`src/hw/rtl/wtru_pkg.sv`:
```
// Shared types and constants for the word table RLE unpacker.
package wtru_pkg;

	localparam int TableEntries = 256;

	localparam logic [1:0] KIND_BITMAP = 2'd0;
	localparam logic [1:0] KIND_DELTA  = 2'd1;
	localparam logic [1:0] KIND_CODE   = 2'd2;
	localparam logic [1:0] KIND_NONE   = 2'd3;

	localparam logic [1:0] REG_FIRST_BIAS  = 2'd0;
	localparam logic [1:0] REG_SECOND_BIAS = 2'd1;
	localparam logic [1:0] REG_WORD_OFFSET = 2'd2;
	localparam logic [1:0] REG_UNPACKED    = 2'd3;

	localparam logic [15:0] ENTRY_PAIR    = 16'h0000;
	localparam logic [15:0] ENTRY_REPEAT  = 16'h0001;
	localparam logic [15:0] ENTRY_LITERAL = 16'h8000;
	localparam logic [7:0]  CODE_FLIP     = 8'h80;

	typedef struct packed {
		logic [1:0]  kind;
		logic [15:0] payload;
	} item_t;

	typedef struct packed {
		logic [15:0] first_byte_bias;
		logic [15:0] second_byte_bias;
		logic [15:0] word_offset;
		logic [15:0] unpacked_bytes;
	} cfg_t;

	typedef enum logic [3:0] {
		ST_BITMAP,
		ST_WALK,
		ST_FIRST,
		ST_SECOND,
		ST_CODE,
		ST_LOOK,
		ST_LOW,
		ST_COUNT,
		ST_LITHI,
		ST_DONE
	} state_t;

endpackage

```
`src/hw/rtl/wtru_front.sv`:
```
// Front end: accepts items, drops the unused kind, queues the rest for the back end.
module wtru_front (
	input  logic            clk,
	input  logic            arst_n,
	input  logic            push,
	output logic            full,
	input  wtru_pkg::item_t in_item,
	output logic            item_valid,
	output wtru_pkg::item_t item,
	input  logic            item_take
);

	wtru_pkg::item_t buf_q [2];
	logic            wr_ptr_q;
	logic            rd_ptr_q;
	logic [1:0]      count_q;
	logic            accept;
	logic            store;
	logic            take;

	assign full       = (count_q == 2'd2);
	assign accept     = push && !full;
	// drop kind 3 at the door, it never does anything
	assign store      = accept && (in_item.kind != wtru_pkg::KIND_NONE);
	assign item_valid = (count_q != 2'd0);
	assign item       = buf_q[rd_ptr_q];
	assign take       = item_take && item_valid;

	always_ff @(posedge clk) begin
		if (store) begin
			buf_q[wr_ptr_q] <= in_item;
		end
	end

	always_ff @(posedge clk or negedge arst_n) begin
		if (!arst_n) begin
			wr_ptr_q <= 1'b0;
			rd_ptr_q <= 1'b0;
			count_q  <= 2'd0;
		end else begin
			if (store) begin
				wr_ptr_q <= !wr_ptr_q;
			end
			if (take) begin
				rd_ptr_q <= !rd_ptr_q;
			end
			count_q <= count_q + {1'b0, store} - {1'b0, take};
		end
	end

	a_count_bound: assert property (@(posedge clk) disable iff (!arst_n)
		count_q <= 2'd2)
		else $error("front queue overflow");

	a_full_blocks: assert property (@(posedge clk) disable iff (!arst_n)
		full && !take |=> count_q == 2'd2)
		else $error("full queue lost an item");

endmodule

```
`config.mk`:
```
export PLATFORM = sky130hd
export DESIGN_NAME = wtru_front
export DESIGN_NICKNAME = d
export VERILOG_FILES = /design/src/hw/rtl/wtru_pkg.sv /design/src/hw/rtl/wtru_front.sv
export SDC_FILE = /design/constraint.sdc
export NUM_CORES = 1
export LEC_CHECK = 0
export BUFFER_PORTS_ARGS = -buffer_cell sky130_fd_sc_hd__buf_2
export CAP_MARGIN = 20
export CORE_UTILIZATION = 55
export DETAILED_ROUTE_END_ITERATION = 8
export GPL_ROUTABILITY_DRIVEN = 0
export GPL_TIMING_DRIVEN = 0
export PLACE_DENSITY = 0.88
export SYNTH_ARGS = -nofsm -noshare
export SYNTH_HDL_FRONTEND = slang
export SYNTH_SLANG_ARGS = --single-unit
```
`constraint.sdc`:
```
create_clock -name clk -period 4.65 [get_ports clk]
set_input_delay 0 -clock clk [delete_from_list [all_inputs] [get_ports clk]]
set_output_delay 0 -clock clk [all_outputs]
set_load 0.03 [all_outputs]
```
==> run_results.csv <==
group,metric,value,unit
grt,grt-ovfl-total,0,
routing,drtIter0Drc,24,
place,placement.io_buffers,41,
sta,hold_violations,0,
clock_network,clockBufferDepth,2,
worst_setup_path,crit_fanout,18,
worst_setup_path,r2r_start,"count_q[1]",
sta,setup_viol,0,
grt,grt_pass1_wl,4.485,mm
synth,avgSynthCellArea,20.87,sq um
power_and_ir_drop,switching_share,35.82,%
clock_network,clock-sinks,40,
sta,relSlewSlack,37.45,%
worst_setup_path,slowest_delay,0.72,ns
power_and_ir_drop,p_leak,0.8518,nW
synth,synth-seq-area-share,75.46,%
finish,diodes,0,
synth,netlist_instances,75,
grt,grt_max_degree,19,
grt,grt_busiest_layer,"met2",
clock_network,htreeDepth,2,
grt,antenna_found_initial,0,
power_and_ir_drop,p_per_area,565.3,nW/um^2
power_and_ir_drop,power,0.001182,W
sta,finClkSkew,0.008489,ns
routing,via_count,878,
sta,whs,0.3830,ns
min_path,hp-start,"in_item[14]",
worst_setup_path,crit_type,"reg -> reg",
power_and_ir_drop,pwr-share-comb,43.8,%
die,die_x,55.35,um
power_and_ir_drop,seqPwrFrac,42.7,%
min_path,min_path_type,"in -> reg",
clock_network,cts_tree,"built",
grt,grt_usage,20.10,%
synth,yosysWarnings,0,
die,start_util,60.43,%
finish,final_nets,170,
worst_setup_path,cp.arrival,1.83,ns
die,fp.dieH,55.35,um
finish,area_growth,33.57,%
synth,yosysTopAreaCell,"edfxtp_1",
clock_network,clk-insertion-delay-late,0.33,ns
sta,slew_violations,0,
worst_setup_path,end_kind,"flip-flop",
routing,detail_route.vias_per_cell,4.960,
clock_network,post_cts_buffers,0,
sta,max_freq,0.5356,GHz
die,ios,42,
worst_setup_path,critPathRequiredTime,4.61,ns
routing,routed_wirelength,2.754,mm
synth,yosysUniqueCellTypes,15,
power_and_ir_drop,intPower,0.0007585,W
status,run_status,"complete, no violations",
worst_setup_path,path_cells,"nor2b_2 > nand3b_4 > nor2_2",
die,core,2590,sq um
power_and_ir_drop,power.switching,0.0004233,W
run,max_cap_viol_count,0,
worst_setup_path,start_kind,"flip-flop",
sta,rsz0062_at_grt,"false",
clock_network,numCtsBuffers,5,
worst_setup_path,crit_slowest_cell,"nor2_2",
routing,ant_nets,0,
place,dp_hpwl,1.686,mm
routing,drtPass1Iterations,4,
worst_setup_path,startpoint,"count_q[1]",
synth,syn_nets,99,
routing,drc,0,
sta,fin_setup_tns,0,ns
grt,gr-usage-met1,22.40,%
synth,synth_top_area_share,69.06,%
grt,use_met2,35.28,%
finish,drive_gt1_share,48.98,%
routing,wire_per_inst,15.56,um
die,num_rows,18,
power_and_ir_drop,max-vdd-ir-drop,0.4177,mV
sta,worst_pin_slew,0.9372,ns
power_and_ir_drop,clkPwrFrac,13.5,%
clock_network,cts.clk_slew.worst_paths,0.11,ns
sta,finalCritPeriodShare,40.15,%
grt,grt_pass1_vias,957,
synth,netlist_area,1565,sq um
synth,synth_area_leaders,"edfxtp_1 (69%), mux2_4 (8.6%), mux2_2 (6.5%)",
synth,postSynthRegisterBits,40,
sta,period_minus_slack,1.867,ns
die,dieArea,3063,sq um
finish,nFillCells,159,
clock_network,root_buffer,"clkbuf_4",
grt,met3_usage,7.494,%
-- routing by layer --
| layer | wire length [um] | vias to the layer above |
|---|---|---|
| li1 | - | 422 |
| met1 | 1048 | 424 |
| met2 | 1530 | 27 |
| met3 | 138 | 5 |
| met4 | 36 | 0 |
| met5 | 0 | - |
-- cell type report --
type,count,area [sq um],share of cell area (%)
sequential,40,1181,56.49
inverter,2,7.507,0.3591
buffer,2,22.52,1.077
multi-input combinational,31,356.6,17.06
tap,30,37.54,1.795
clock buffer,8,48.80,2.334
timing repair buffer,64,436.7,20.89
-- metrics by stage --
step | cell area [sq um] | cells | util (%) | setup WS [ns]
finish | 2091 | 177 | 80.72 | 2.783
global route | 2091 | 177 | 80.72 | 2.646
CTS | 2091 | 177 | 80.72 | 2.765
detailed placement | 1822 | 147 | 70.34 | 2.798
global placement | 1808 | 146 | 69.81 | 2.400
floorplan | 1565 | 75 | - | 2.683
-- cell families (layout without fill, tap and decap cells) --
family                     count (synthesis)  in the layout  share of synthesized area (%)
xor gates and xnor gates                   4              4                          2.239
adders and majority gates                  2              2                          1.598
buffers and inverters                      4             76                          1.919
DFF                                       40             40                          75.46
muxes                                     18             18                          15.11
and+or+nand+nor                            7              7                          3.677
-- worst max-delay path, delay by kind of cell, from the launching register on --
kind / cells / cell delay, ns
DFF: 1 / 0.42
and+or+nand+nor: 3 / 1.06
-- registers in the layout, summed over array words and instances, names as in the netlist --
signal    cells
wr_ptr_q      1
count_q       2
rd_ptr_q      1
buf_q        36
-- timing repair --
item,CTS,global route
gates resized for setup,0,0
hold buffers,22,0
endpoints found under the hold margin,42,0
-- Yosys cell counts, drive strengths merged --
library cell / n
buf: 2
and2: 1
dfrtp: 4
or2: 1
nand2: 1
nor2b: 1
edfxtp: 36
xor2: 1
nand3b: 1
ha: 2
xnor2: 3
nor2: 2
mux2: 18
inv: 2
-- power by group through the flow --
stage / Clock (W) / Sequential [W] / Combinational, W
4_1_cts: 0.000165 / 0.000506 / 0.000522
3_5_place_dp: 0 / 0.000514 / 0.000508
5_1_grt: 0.000178 / 0.000512 / 0.000549
3_3_place_gp: 0 / 0.000509 / 0.000487
2_1_floorplan: 0 / 0.000505 / 0.000392
6_report: 0.000160 / 0.000505 / 0.000518
-- final timing paths --
path                       slack, ns  depth (start not counted)           end
max                             2.78                          3   buf_q[1][0]
min reg2reg                     0.50                          1      wr_ptr_q
max in group asynchronous       3.90                          3      wr_ptr_q
min in group asynchronous       0.56                          3    count_q[1]
max reg2reg                     2.78                          3   buf_q[1][0]
min                             0.38                          2  buf_q[1][14]
-- placed cells by master, fill, tap and decap left out --
| cell | n |
|---|---|
| nor2_2 | 1 |
| dlygate4sd3_1 | 22 |
| buf_2 | 41 |
| edfxtp_1 | 36 |
| inv_1 | 2 |
| and2_4 | 1 |
| xnor2_1 | 3 |
| buf_6 | 3 |
| clkbuf_1 | 3 |
| nand2_1 | 1 |
| nor2b_2 | 1 |
| mux2_2 | 9 |
| ha_1 | 2 |
| nand3b_4 | 1 |
| mux2_4 | 9 |
| xor2_1 | 1 |
| clkbuf_4 | 5 |
| dfrtp_1 | 4 |
| nor2_1 | 1 |
| or2_4 | 1 |
Note: power is estimated with default switching activity, not from simulation.
